`src/next_fit_partition_allocator_assert.svh`:
```
// Assertion macros shared by the allocator RTL
`ifndef NEXT_FIT_PARTITION_ALLOCATOR_ASSERT_SVH
`define NEXT_FIT_PARTITION_ALLOCATOR_ASSERT_SVH
`ifndef NO_ASSERTIONS
// Check on every clock edge outside reset
`define NFPA_ASSERT(label, prop, msg) \
    label: assert property (@(posedge i_clk) disable iff (!i_rst_n) prop) else $error(msg);
// Check on every clock edge, reset included
`define NFPA_ASSERT_ANY(label, prop, msg) \
    label: assert property (@(posedge i_clk) prop) else $error(msg);
`else
`define NFPA_ASSERT(label, prop, msg)
`define NFPA_ASSERT_ANY(label, prop, msg)
`endif
`endif

```
`src/nfpa_pkg.sv`:
```
// Shared types and constants of the next-fit partition allocator
package nfpa_pkg;

    localparam int NUM_PARTS_DEF  = 8;
    localparam int MEM_TOTAL_DEF  = 2000;
    localparam int OS_RESERVE_DEF = 100;

    localparam int NUM_REGS   = 8;
    localparam int REG_IDX_W  = 3;
    localparam int CFG_IDX_W  = 4;
    localparam int SIZE_W     = 12;
    localparam int SLACK_W    = 16;
    localparam int FIDX_W     = 3;
    localparam int PART_W     = 3;
    localparam int STATUS_W   = 3;
    localparam int IN_DATA_W  = 16;
    localparam int OUT_DATA_W = 32;

    localparam logic [SIZE_W-1:0] SIZE0_RST = 12'd100;

    typedef enum logic {
        OP_ALLOC = 1'b0,
        OP_FREE  = 1'b1
    } t_op;

    typedef enum logic [STATUS_W-1:0] {
        ST_ALLOCATED = 3'd0,
        ST_MEM_FULL  = 3'd1,
        ST_EXCEEDS   = 3'd2,
        ST_NO_FIT    = 3'd3,
        ST_FREED     = 3'd4,
        ST_INVALID   = 3'd5
    } t_status;

    // Broadcast from the controller to every cell of the ring
    typedef struct packed {
        logic              load;    // place the search token at the start cell
        logic              shift;   // pass the token to the next cell
        logic              commit;  // token cell takes the request
        logic [SIZE_W-1:0] req;     // request size under search
    } t_cell_ctl;

endpackage

```
`src/nfpa_cell.sv`:
```
// One partition cell: occupancy, held size and the travelling search token
module nfpa_cell #(
    parameter logic                      P_RST_OCC  = 1'b0,
    parameter logic [nfpa_pkg::SIZE_W-1:0] P_RST_HELD = '0
) (
    input  logic                          i_clk,
    input  logic                          i_rst_n,
    input  nfpa_pkg::t_cell_ctl           i_ctl,
    input  logic                          i_start,
    input  logic                          i_tok_in,
    input  logic                          i_free,
    input  logic [nfpa_pkg::SIZE_W-1:0]   i_size,
    output logic                          o_tok,
    output logic                          o_hit,
    output logic                          o_occ,
    output logic [nfpa_pkg::SIZE_W-1:0]   o_held
);

    logic                        r_tok;
    logic                        r_occ;
    logic [nfpa_pkg::SIZE_W-1:0] r_held;

    always_ff @(posedge i_clk) begin
        if (!i_rst_n) begin
            r_tok  <= 1'b0;
            r_occ  <= P_RST_OCC;
            r_held <= P_RST_HELD;
        end else begin
            if (i_ctl.load) begin
                r_tok <= i_start;
            end else if (i_ctl.shift) begin
                r_tok <= i_tok_in;
            end
            if (i_ctl.commit && r_tok) begin
                r_occ  <= 1'b1;
                r_held <= i_ctl.req;
            end else if (i_free) begin
                r_occ  <= 1'b0;
                r_held <= '0;
            end
        end
    end

    // Free partition big enough under the token
    assign o_hit  = r_tok && !r_occ && (i_size >= i_ctl.req);
    assign o_tok  = r_tok;
    assign o_occ  = r_occ;
    assign o_held = r_held;

endmodule

```
`src/next_fit_partition_allocator.sv`:
```
// Top level of the next-fit fixed-partition allocator
//
//  channel   direction  payload (low bit first)                         handshake
//  s_axis    in         tuser: operation; tdata: request_size,          tvalid/tready
//                       free_index, zero pad to 16
//  m_axis    out        tuser: status; tdata: partition, used_total,    tvalid/tready
//                       slack_total, zero pad to 32
//  cfg       in         i_cfg_index, i_cfg_data (size_part0..7)         valid/ready
//
// A free or a refused allocate passes through accept, check and hand to the
// output register. An allocate that searches passes through accept, check, a
// scan that visits at most NUM_PARTS cells, and hand to the output register;
// the token steps one cell a cycle round the ring of partition cells.
// Reset (synchronous, active low) restores partition zero as the system
// reservation, the search start at partition one and the sizes to defaults.
// One request is in flight at a time; a finished result waits in the output
// register while the next request is taken, and a stalled output holds the
// block before it loads the following result.
`include "next_fit_partition_allocator_assert.svh"

module next_fit_partition_allocator #(
    parameter int NUM_PARTS  = nfpa_pkg::NUM_PARTS_DEF,
    parameter int MEM_TOTAL  = nfpa_pkg::MEM_TOTAL_DEF,
    parameter int OS_RESERVE = nfpa_pkg::OS_RESERVE_DEF
) (
    input  logic                               i_clk,
    input  logic                               i_rst_n,
    // Requests
    input  logic                               s_axis_tvalid,
    output logic                               s_axis_tready,
    input  logic [nfpa_pkg::IN_DATA_W-1:0]     s_axis_tdata,  // request_size, free_index
    input  logic                               s_axis_tuser,  // operation
    // Results
    output logic                               m_axis_tvalid,
    input  logic                               m_axis_tready,
    output logic [nfpa_pkg::OUT_DATA_W-1:0]    m_axis_tdata,  // partition, used, slack
    output logic [nfpa_pkg::STATUS_W-1:0]      m_axis_tuser,  // status
    // Partition size registers
    input  logic                               i_cfg_valid,
    output logic                               o_cfg_ready,
    input  logic [nfpa_pkg::CFG_IDX_W-1:0]     i_cfg_index,
    input  logic [nfpa_pkg::SIZE_W-1:0]        i_cfg_data
);

    localparam int IW = $clog2(NUM_PARTS);
    localparam int EW = IW + 3;
    localparam int SW = nfpa_pkg::SIZE_W;
    localparam int LW = nfpa_pkg::SLACK_W;

    typedef enum logic [3:0] {
        S_IDLE  = 4'b0001,
        S_CHECK = 4'b0010,
        S_SCAN  = 4'b0100,
        S_DONE  = 4'b1000
    } t_state;

    // Configuration registers
    logic [SW-1:0] r_size [nfpa_pkg::NUM_REGS];

    // Controller state
    t_state                          r_state,      n_state;
    nfpa_pkg::t_op                   r_op,         n_op;
    logic [SW-1:0]                   r_req,        n_req;
    logic [nfpa_pkg::FIDX_W-1:0]     r_fidx,       n_fidx;
    logic [SW-1:0]                   r_used,       n_used;
    logic [LW-1:0]                   r_slack,      n_slack;
    logic [IW-1:0]                   r_start,      n_start;
    logic [IW-1:0]                   r_pos,        n_pos;
    logic [IW-1:0]                   r_cnt,        n_cnt;
    nfpa_pkg::t_status               r_res_status, n_res_status;
    logic [nfpa_pkg::PART_W-1:0]     r_res_part,   n_res_part;

    // Output register
    logic                            r_out_valid,  n_out_valid;
    nfpa_pkg::t_status               r_out_status, n_out_status;
    logic [nfpa_pkg::PART_W-1:0]     r_out_part,   n_out_part;
    logic [SW-1:0]                   r_out_used,   n_out_used;
    logic [LW-1:0]                   r_out_slack,  n_out_slack;

    // Cell ring
    nfpa_pkg::t_cell_ctl             w_ctl;
    logic                            w_release;
    logic [NUM_PARTS-1:0]            w_tok;
    logic [NUM_PARTS-1:0]            w_hit;
    logic [NUM_PARTS-1:0]            w_occ;
    logic [SW-1:0]                   w_held [NUM_PARTS];
    logic [SW-1:0]                   w_cell_size [NUM_PARTS];

    // Index helpers
    logic [EW-1:0]                   w_fidx_ext;
    logic                            w_fidx_ok;
    logic [IW-1:0]                   w_fidx_idx;
    logic [EW-1:0]                   w_pos_ext;
    logic [SW-1:0]                   w_pos_size;
    logic [SW-1:0]                   w_diff;
    logic [LW:0]                     w_slack_sum;
    logic [SW:0]                     w_used_sum;
    logic [SW-1:0]                   w_free_held;

    assign w_fidx_ext = EW'(r_fidx);
    assign w_fidx_ok  = w_fidx_ext < EW'(NUM_PARTS);
    assign w_fidx_idx = w_fidx_ext[IW-1:0];
    assign w_free_held = w_held[w_fidx_idx];

    assign w_pos_ext  = EW'(r_pos);
    assign w_pos_size = (w_pos_ext < EW'(nfpa_pkg::NUM_REGS)) ?
                        r_size[w_pos_ext[nfpa_pkg::REG_IDX_W-1:0]] : '0;
    assign w_diff      = w_pos_size - r_req;
    assign w_slack_sum = {1'b0, r_slack} + (LW+1)'(w_diff);
    assign w_used_sum  = {1'b0, r_used} + {1'b0, r_req};

    // Size registers take writes at any time
    assign o_cfg_ready = 1'b1;

    always_ff @(posedge i_clk) begin
        if (!i_rst_n) begin
            for (int k = 0; k < nfpa_pkg::NUM_REGS; k++) begin
                r_size[k] <= (k == 0) ? nfpa_pkg::SIZE0_RST : '0;
            end
        end else if (i_cfg_valid &&
                     i_cfg_index < nfpa_pkg::CFG_IDX_W'(nfpa_pkg::NUM_REGS)) begin
            r_size[i_cfg_index[nfpa_pkg::REG_IDX_W-1:0]] <= i_cfg_data;
        end
    end

    // Ring of partition cells, token passes from cell i-1 to cell i
    for (genvar g = 0; g < NUM_PARTS; g++) begin : g_cell
        if (g < nfpa_pkg::NUM_REGS) begin : g_sized
            assign w_cell_size[g] = r_size[g];
        end else begin : g_unsized
            assign w_cell_size[g] = '0;
        end

        nfpa_cell #(
            .P_RST_OCC  (g == 0),
            .P_RST_HELD ((g == 0) ? SW'(OS_RESERVE) : '0)
        ) u_cell (
            .i_clk    (i_clk),
            .i_rst_n  (i_rst_n),
            .i_ctl    (w_ctl),
            .i_start  (r_start == IW'(g)),
            .i_tok_in (w_tok[(g + NUM_PARTS - 1) % NUM_PARTS]),
            .i_free   (w_release && (w_fidx_idx == IW'(g))),
            .i_size   (w_cell_size[g]),
            .o_tok    (w_tok[g]),
            .o_hit    (w_hit[g]),
            .o_occ    (w_occ[g]),
            .o_held   (w_held[g])
        );
    end

    always_comb begin
        n_state      = r_state;
        n_op         = r_op;
        n_req        = r_req;
        n_fidx       = r_fidx;
        n_used       = r_used;
        n_slack      = r_slack;
        n_start      = r_start;
        n_pos        = r_pos;
        n_cnt        = r_cnt;
        n_res_status = r_res_status;
        n_res_part   = r_res_part;
        n_out_valid  = r_out_valid;
        n_out_status = r_out_status;
        n_out_part   = r_out_part;
        n_out_used   = r_out_used;
        n_out_slack  = r_out_slack;
        w_ctl        = '0;
        w_ctl.req    = r_req;
        w_release    = 1'b0;

        // Drop the result once the sink takes it
        if (r_out_valid && m_axis_tready) begin
            n_out_valid = 1'b0;
        end

        unique case (r_state)
            S_IDLE: begin
                if (s_axis_tvalid) begin
                    n_op    = nfpa_pkg::t_op'(s_axis_tuser);
                    n_req   = s_axis_tdata[SW-1:0];
                    n_fidx  = s_axis_tdata[SW +: nfpa_pkg::FIDX_W];
                    n_state = S_CHECK;
                end
            end
            S_CHECK: begin
                n_res_part = '0;
                if (r_op == nfpa_pkg::OP_ALLOC) begin
                    if (r_used >= SW'(MEM_TOTAL)) begin
                        n_res_status = nfpa_pkg::ST_MEM_FULL;
                        n_state      = S_DONE;
                    end else if (w_used_sum > (SW+1)'(MEM_TOTAL)) begin
                        n_res_status = nfpa_pkg::ST_EXCEEDS;
                        n_state      = S_DONE;
                    end else begin
                        // Launch the token at the rotating start
                        w_ctl.load = 1'b1;
                        n_pos      = r_start;
                        n_cnt      = '0;
                        n_state    = S_SCAN;
                    end
                end else begin
                    if (w_fidx_ok && w_occ[w_fidx_idx]) begin
                        w_release    = 1'b1;
                        n_used       = (r_used >= w_free_held) ? r_used - w_free_held : '0;
                        n_res_status = nfpa_pkg::ST_FREED;
                        n_res_part   = r_fidx;
                    end else begin
                        n_res_status = nfpa_pkg::ST_INVALID;
                    end
                    n_state = S_DONE;
                end
            end
            S_SCAN: begin
                if (|w_hit) begin
                    w_ctl.commit = 1'b1;
                    n_used       = w_used_sum[SW-1:0];
                    n_slack      = w_slack_sum[LW] ? '1 : w_slack_sum[LW-1:0];
                    n_start      = r_pos;
                    n_res_status = nfpa_pkg::ST_ALLOCATED;
                    n_res_part   = w_pos_ext[nfpa_pkg::PART_W-1:0];
                    n_state      = S_DONE;
                end else if (r_cnt == IW'(NUM_PARTS - 1)) begin
                    // One full lap without a fit
                    n_res_status = nfpa_pkg::ST_NO_FIT;
                    n_res_part   = '0;
                    n_state      = S_DONE;
                end else begin
                    w_ctl.shift = 1'b1;
                    n_pos       = (r_pos == IW'(NUM_PARTS - 1)) ? '0 : r_pos + 1'b1;
                    n_cnt       = r_cnt + 1'b1;
                end
            end
            S_DONE: begin
                // Hold until the output register is free
                if (!r_out_valid || m_axis_tready) begin
                    n_out_valid  = 1'b1;
                    n_out_status = r_res_status;
                    n_out_part   = r_res_part;
                    n_out_used   = r_used;
                    n_out_slack  = r_slack;
                    n_state      = S_IDLE;
                end
            end
            default: begin
                n_state = S_IDLE;
            end
        endcase
    end

    always_ff @(posedge i_clk) begin
        if (!i_rst_n) begin
            r_state     <= S_IDLE;
            r_used      <= SW'(OS_RESERVE);
            r_slack     <= '0;
            r_start     <= IW'(1);
            r_out_valid <= 1'b0;
        end else begin
            r_state     <= n_state;
            r_used      <= n_used;
            r_slack     <= n_slack;
            r_start     <= n_start;
            r_out_valid <= n_out_valid;
        end
    end

    always_ff @(posedge i_clk) begin
        r_op         <= n_op;
        r_req        <= n_req;
        r_fidx       <= n_fidx;
        r_pos        <= n_pos;
        r_cnt        <= n_cnt;
        r_res_status <= n_res_status;
        r_res_part   <= n_res_part;
        r_out_status <= n_out_status;
        r_out_part   <= n_out_part;
        r_out_used   <= n_out_used;
        r_out_slack  <= n_out_slack;
    end

    assign s_axis_tready = (r_state == S_IDLE);
    assign m_axis_tvalid = r_out_valid;
    assign m_axis_tuser  = r_out_status;
    assign m_axis_tdata  = {1'b0, r_out_slack, r_out_used, r_out_part};

    `NFPA_ASSERT(a_tok_onehot0, $onehot0(w_tok), "more than one search token in the ring")
    `NFPA_ASSERT(a_scan_tok, (r_state == S_SCAN) |-> $onehot(w_tok), "scan without a single token")
    `NFPA_ASSERT(a_commit_hit, w_ctl.commit |-> $onehot(w_hit), "commit without exactly one hit")
    `NFPA_ASSERT(a_accept_check, (s_axis_tvalid && s_axis_tready) |=> (r_state == S_CHECK), "transfer did not start a check")
    `NFPA_ASSERT(a_slack_mono, 1'b1 |=> (r_slack >= $past(r_slack)), "fragmentation sum went down")

endmodule

```
`config.mk`:
```
export PLATFORM = sky130hd
export DESIGN_NAME = next_fit_partition_allocator
export DESIGN_NICKNAME = d
export VERILOG_FILES = /design/src/nfpa_pkg.sv /design/src/nfpa_cell.sv /design/src/next_fit_partition_allocator.sv
export VERILOG_INCLUDE_DIRS = /design/src /design/src/src
export SDC_FILE = /design/constraint.sdc
export NUM_CORES = 1
export LEC_CHECK = 0
export BUFFER_PORTS_ARGS = -buffer_cell sky130_fd_sc_hd__buf_2
export CAP_MARGIN = 15
export CORE_AREA = 2 2 173 175
export CTS_CLUSTER_DIAMETER = 60
export DETAILED_ROUTE_END_ITERATION = 6
export DIE_AREA = 0 0 175 177
export GPL_TIMING_DRIVEN = 0
export PLACE_DENSITY = 0.8
export SLEW_MARGIN = 20
export SYNTH_ARGS = -nofsm -noshare
export SYNTH_HDL_FRONTEND = slang
export SYNTH_SLANG_ARGS = --single-unit
export TNS_END_PERCENT = 100
```
`constraint.sdc`:
```
create_clock -name i_clk -period 5.9 [get_ports i_clk]
set_input_delay 0 -clock i_clk [delete_from_list [all_inputs] [get_ports i_clk]]
set_output_delay 0 -clock i_clk [all_outputs]
set_load 0.005 [all_outputs]
```
==> impl_metrics.py <==
metrics = {
    "clocking": {
        "cts_buffer_depth": 3,
        "post_cts_repair_timing_setup_buffer_count": 0,
        "cts_tree": "built",
        "clk-insertion-delay-late_ps": 570,
        "cts_inserted_buffers": 30,
        "worst_setup_hold_path_clk_slew_ps": 70,
        "cts.root.buffer_cell": "sky130_fd_sc_hd__clkbuf_16",
        "ctsHtreeMaxLevel": 1,
        "number_of_sinks_on_the_clock_net": 309,
    },
    "synth": {
        "netlist_area_mm2": 0.01723,
        "synth.avg_cell_area_um2": 11.22,
        "synth-seq-area-share_pct": 45.07,
        "synthesized_area_fraction_occupied_by_adder_cells_pct": 11.21,
        "synth_xor_xnor_area_share_pct": 1.931,
        "synth.mux.area_fraction_pct": 14.31,
        "synth-seq-cells": 309,
        "synth_compound_gate_area_share_pct": 10.41,
        "synthCells": 1536,
        "synth_simple_gate_area_share_pct": 13.92,
        "yosysWarnings": 0,
        "asyncSetResetFlopFracSynth_pct": 0,
        "synth_enable_flop_cells": 158,
        "synth_top_family_by_area": "multiplexers",
        "yosys.cell_types.count": 77,
        "synth_nets": 1726,
        "synth_top_flop_cell": "sky130_fd_sc_hd__edfxtp_1",
    },
    "critical_path": {
        "crit_slowest_cell": "sky130_fd_sc_hd__mux4_2",
        "r2r_cells": 21,
        "crit_path_frequent_cell": "sky130_fd_sc_hd__a21o_1",
        "timing.critical_path.arrival_ps": 6030,
        "worstPathCellList": "clkbuf_4, mux4_2, mux2i_1, ha_1, inv_1, fa_1, a21o_1, a21o_1, a21o_1, a21oi_1, o21ai_0, a21o_1, a21oi_1, xnor2_1, ha_1, o21ai_0, nand2b_1, nand2_1, nor3b_2, clkinv_2, a311oi_1",
        "max_stage_delay_ps": 570,
        "critPathMaxFanout": 10,
        "crit_path_start_kind": "flop",
        "timing.setup.critical_path_class": "reg -> reg",
        "critical_path.endpoint_type": "flop",
        "cp_data_required_time_ps": 6340,
    },
    "pwr": {
        "power_per_cell_area_mw_per_mm2": 249.5,
        "power.static_leakage_nw": 7.956,
        "cell_internal_pwr_mw": 3.604,
        "seqPwrFrac_pct": 48.6,
        "power.switching_fraction_pct": 25.84,
        "power_frac_clock_pct": 38.7,
        "comb_power_share_pct": 12.7,
        "power.net_switching_mw": 1.256,
        "total_power_mw": 4.860,
        "worst_ir_drop_vdd_mv": 0.2682,
    },
    "sta": {
        "fin_worst_hold_slack_ps": 69.78,
        "final_min_period_over_clock_period_pct": 94.63,
        "rsz_0062_raised_after_global_routing": "no",
        "layout_setup_ws_ps": 316.9,
        "final.setup.tns_ps": 0,
        "setup_viol": 0,
        "fmaxAchievable_mhz": 179.1,
        "timing.final.max_slew_violations": 0,
        "fin_skew_ps": 16.68,
        "hold_viol": 0,
        "max_slew.worst_pin.slew_ps": 952.6,
        "worst_slew_margin_rel_pct": 35.66,
        "final_critical_path_required_period_ps": 5583,
    },
    "floorplanning": {
        "core.rowCount": 63,
        "chipWidth_um": 175,
        "die_height_um": 177,
        "initial_core_util_pct": 58.93,
        "die-area_mm2": 0.03098,
        "floorplan.io_pins": 76,
        "design.core.area_mm2": 0.02924,
    },
    "cells_and_area": {
        "diodes": 0,
        "finish.cell_count_without_fillers": 2093,
        "area_delta_synth_final_pct": 13.02,
        "layout-drive-gt1-share_pct": 14.56,
        "num-fill-cells": 2082,
        "finish.net_count": 1869,
    },
    "global_routing": {
        "antenna_found_initial": 1,
        "grt_first_pass_wirelength_um": 70440,
        "globalRouteTotalUtil_pct": 29.21,
        "grt_max_degree": 23,
        "grt_overflow_total": 0,
        "grt_pass1_vias": 12829,
    },
    "route": {
        "drt_antenna_net_count": 0,
        "drt_first_pass_iters": 5,
        "route.detailed.wl_per_inst_um": 21.85,
        "route.detailed.drc": 0,
        "routed_wirelength_um": 45720,
        "route.detailed.vias_per_inst": 6.319,
        "num_vias": 13225,
        "dr.first_iter.drc_count": 1384,
    },
    "outcome": {
        "run_status": "complete, no violations",
    },
    "min_path": {
        "hold_path.class": "in -> reg",
        "min-delay-start": "i_rst_n",
        "min_delay_path_depth": 5,
    },
    "place": {
        "port-buffer-count": 72,
        "globalplace.congestion": 0.9252,
        "place.detailed.hpwl_um": 33630,
        "dp_slack_ps": -620.1,
        "dpl.cell_count": 2005,
    },
    "job": {
        "max_cap_violations": 0,
    },
}
## cell families (layout without fill, tap and decap cells)
| logic type | after synthesis | after routing |
|---|---|---|
| adders and majority gates | 152 | 152 |
| and+or+nand+nor | 470 | 470 |
| buffers and inverters | 113 | 280 |
| other | 2 | 2 |
| AOI/OAI and AO/OA | 270 | 270 |
| muxes | 182 | 182 |
| DFF | 309 | 309 |
| xor gates and xnor gates | 38 | 38 |
## area by class of cell
| cell class | instances | area, um2 | area share (%) |
|---|---|---|---|
| well taps | 390 | 488.0 | 2.505 |
| clock buffers | 41 | 843.3 | 4.330 |
| multi-input cells | 1114 | 8960 | 46.00 |
| plain buffers | 73 | 392.9 | 2.017 |
| inverters | 38 | 143.9 | 0.7387 |
| repair buffers | 113 | 770.7 | 3.957 |
| clock inverters | 15 | 110.1 | 0.5653 |
| flip-flops and latches | 309 | 7769 | 39.89 |
## critical path: cells and delay by family, from the launching register on
| family | cells | cell delay, ps |
|---|---|---|
| adder cells (fa/ha/maj) | 3 | 940 |
| flip-flops | 1 | 510 |
| multiplexers | 2 | 840 |
| AO/OA/AOI/OAI | 9 | 1800 |
| AND/OR/NAND/NOR | 3 | 570 |
| buffers and inverters | 3 | 670 |
| XOR/XNOR | 1 | 90 |
## final timing paths
check                          endpoint  slack [ps]
max                         r_slack[10]         320
max reg2reg                 r_slack[10]         320
min          g_cell[7].u_cell.o_held[2]          70
min reg2reg             m_axis_tuser[2]         420
## Yosys cell counts, drive strengths merged (6+ instances only)
library cell,n,area share [%]
buf,35,1.4
a211oi,20,0.87
xnor2,22,1.1
nor2,59,1.3
a311oi,12,0.65
ha,148,11
dfxtp,151,18
xor2,16,0.81
nor4,7,0.25
and2,102,3.7
a21oi,72,2.1
nor3,27,0.78
a21o,21,0.91
nand2b,21,0.76
nor2b,16,0.58
o21bai,6,0.26
a2111oi,8,0.41
o21a,14,0.61
inv,36,0.78
nand4,13,0.47
mux4,50,6.5
edfxtp,158,28
a31oi,13,0.51
and3,8,0.29
nand2,161,3.6
o21ai,50,1.5
nand3,24,0.70
mux2i,117,6.8
o211ai,12,0.52
mux2,15,0.98
clkbuf,40,0.87
## power by group through the flow
| stage | registers [mW] | clock network, mW | logic [mW] |
|---|---|---|---|
| 6_report | 2.36 | 1.88 | 0.616 |
| 5_1_grt | 2.36 | 1.97 | 0.678 |
| 4_1_cts | 2.36 | 1.88 | 0.605 |
| 3_5_place_dp | 2.40 | 0 | 0.581 |
| 3_3_place_gp | 2.40 | 0 | 0.554 |
| 2_1_floorplan | 2.37 | 0 | 0.416 |
## layer usage
metal	up-vias	part of all wire, %	GRT usage (%)
met1	6396	41	39.98
met5	-	0	0
li1	6013	-	-
met3	122	9.6	4.446
met4	0	4.4	12.05
met2	694	45	46.74
## sequential cells by signal, summed over array words and instances, names as in the netlist, named ones only
name	cells
g_cell.u_cell.o_held	96
r_size	96
r_out_slack	16
r_slack	16
r_out_used	12
r_req	12
r_used	12
g_cell.u_cell.o_occ	8
g_cell.u_cell.o_tok	8
r_state	4
m_axis_tuser	3
r_cnt	3
r_fidx	3
r_out_part	3
r_pos	3
r_res_part	3
r_res_status	3
r_start	3
m_axis_tvalid	1
r_op	1
## placed cells by master, fill, tap and decap left out, types with 12 or more instances in the layout
cell type / count
sky130_fd_sc_hd__nor2_1: 59
sky130_fd_sc_hd__o21ai_0: 43
sky130_fd_sc_hd__xnor2_1: 22
sky130_fd_sc_hd__nand4_1: 13
sky130_fd_sc_hd__nand3_1: 24
sky130_fd_sc_hd__dfxtp_1: 150
sky130_fd_sc_hd__ha_1: 148
sky130_fd_sc_hd__a31oi_1: 12
sky130_fd_sc_hd__mux4_2: 50
sky130_fd_sc_hd__dlygate4sd3_1: 34
sky130_fd_sc_hd__nor2b_1: 15
sky130_fd_sc_hd__edfxtp_1: 158
sky130_fd_sc_hd__and2_1: 102
sky130_fd_sc_hd__clkbuf_1: 44
sky130_fd_sc_hd__o211ai_1: 12
sky130_fd_sc_hd__nand2b_1: 21
sky130_fd_sc_hd__nand2_1: 156
sky130_fd_sc_hd__nor3_1: 27
sky130_fd_sc_hd__mux2i_1: 117
sky130_fd_sc_hd__a211oi_1: 20
sky130_fd_sc_hd__o21a_1: 14
sky130_fd_sc_hd__buf_2: 88
sky130_fd_sc_hd__xor2_1: 16
sky130_fd_sc_hd__a21o_1: 21
sky130_fd_sc_hd__a21oi_1: 72
sky130_fd_sc_hd__inv_1: 36
sky130_fd_sc_hd__clkbuf_16: 31
sky130_fd_sc_hd__mux2_2: 15
## stage by stage
step                utilization [%]  cell area, um2
floorplan                         -           17230
global placement              61.83           18080
detailed placement            62.15           18180
CTS                           66.64           19490
global route                  66.60           19480
finish                        66.60           19480
## what timing repair did
item	in CTS	in global routing
hold endpoints to repair	116	0
gates resized for setup	6	10
setup endpoints to repair	14	14
pin swaps	0	0
hold buffers	34	0
Power figures use the tool's default switching activity.
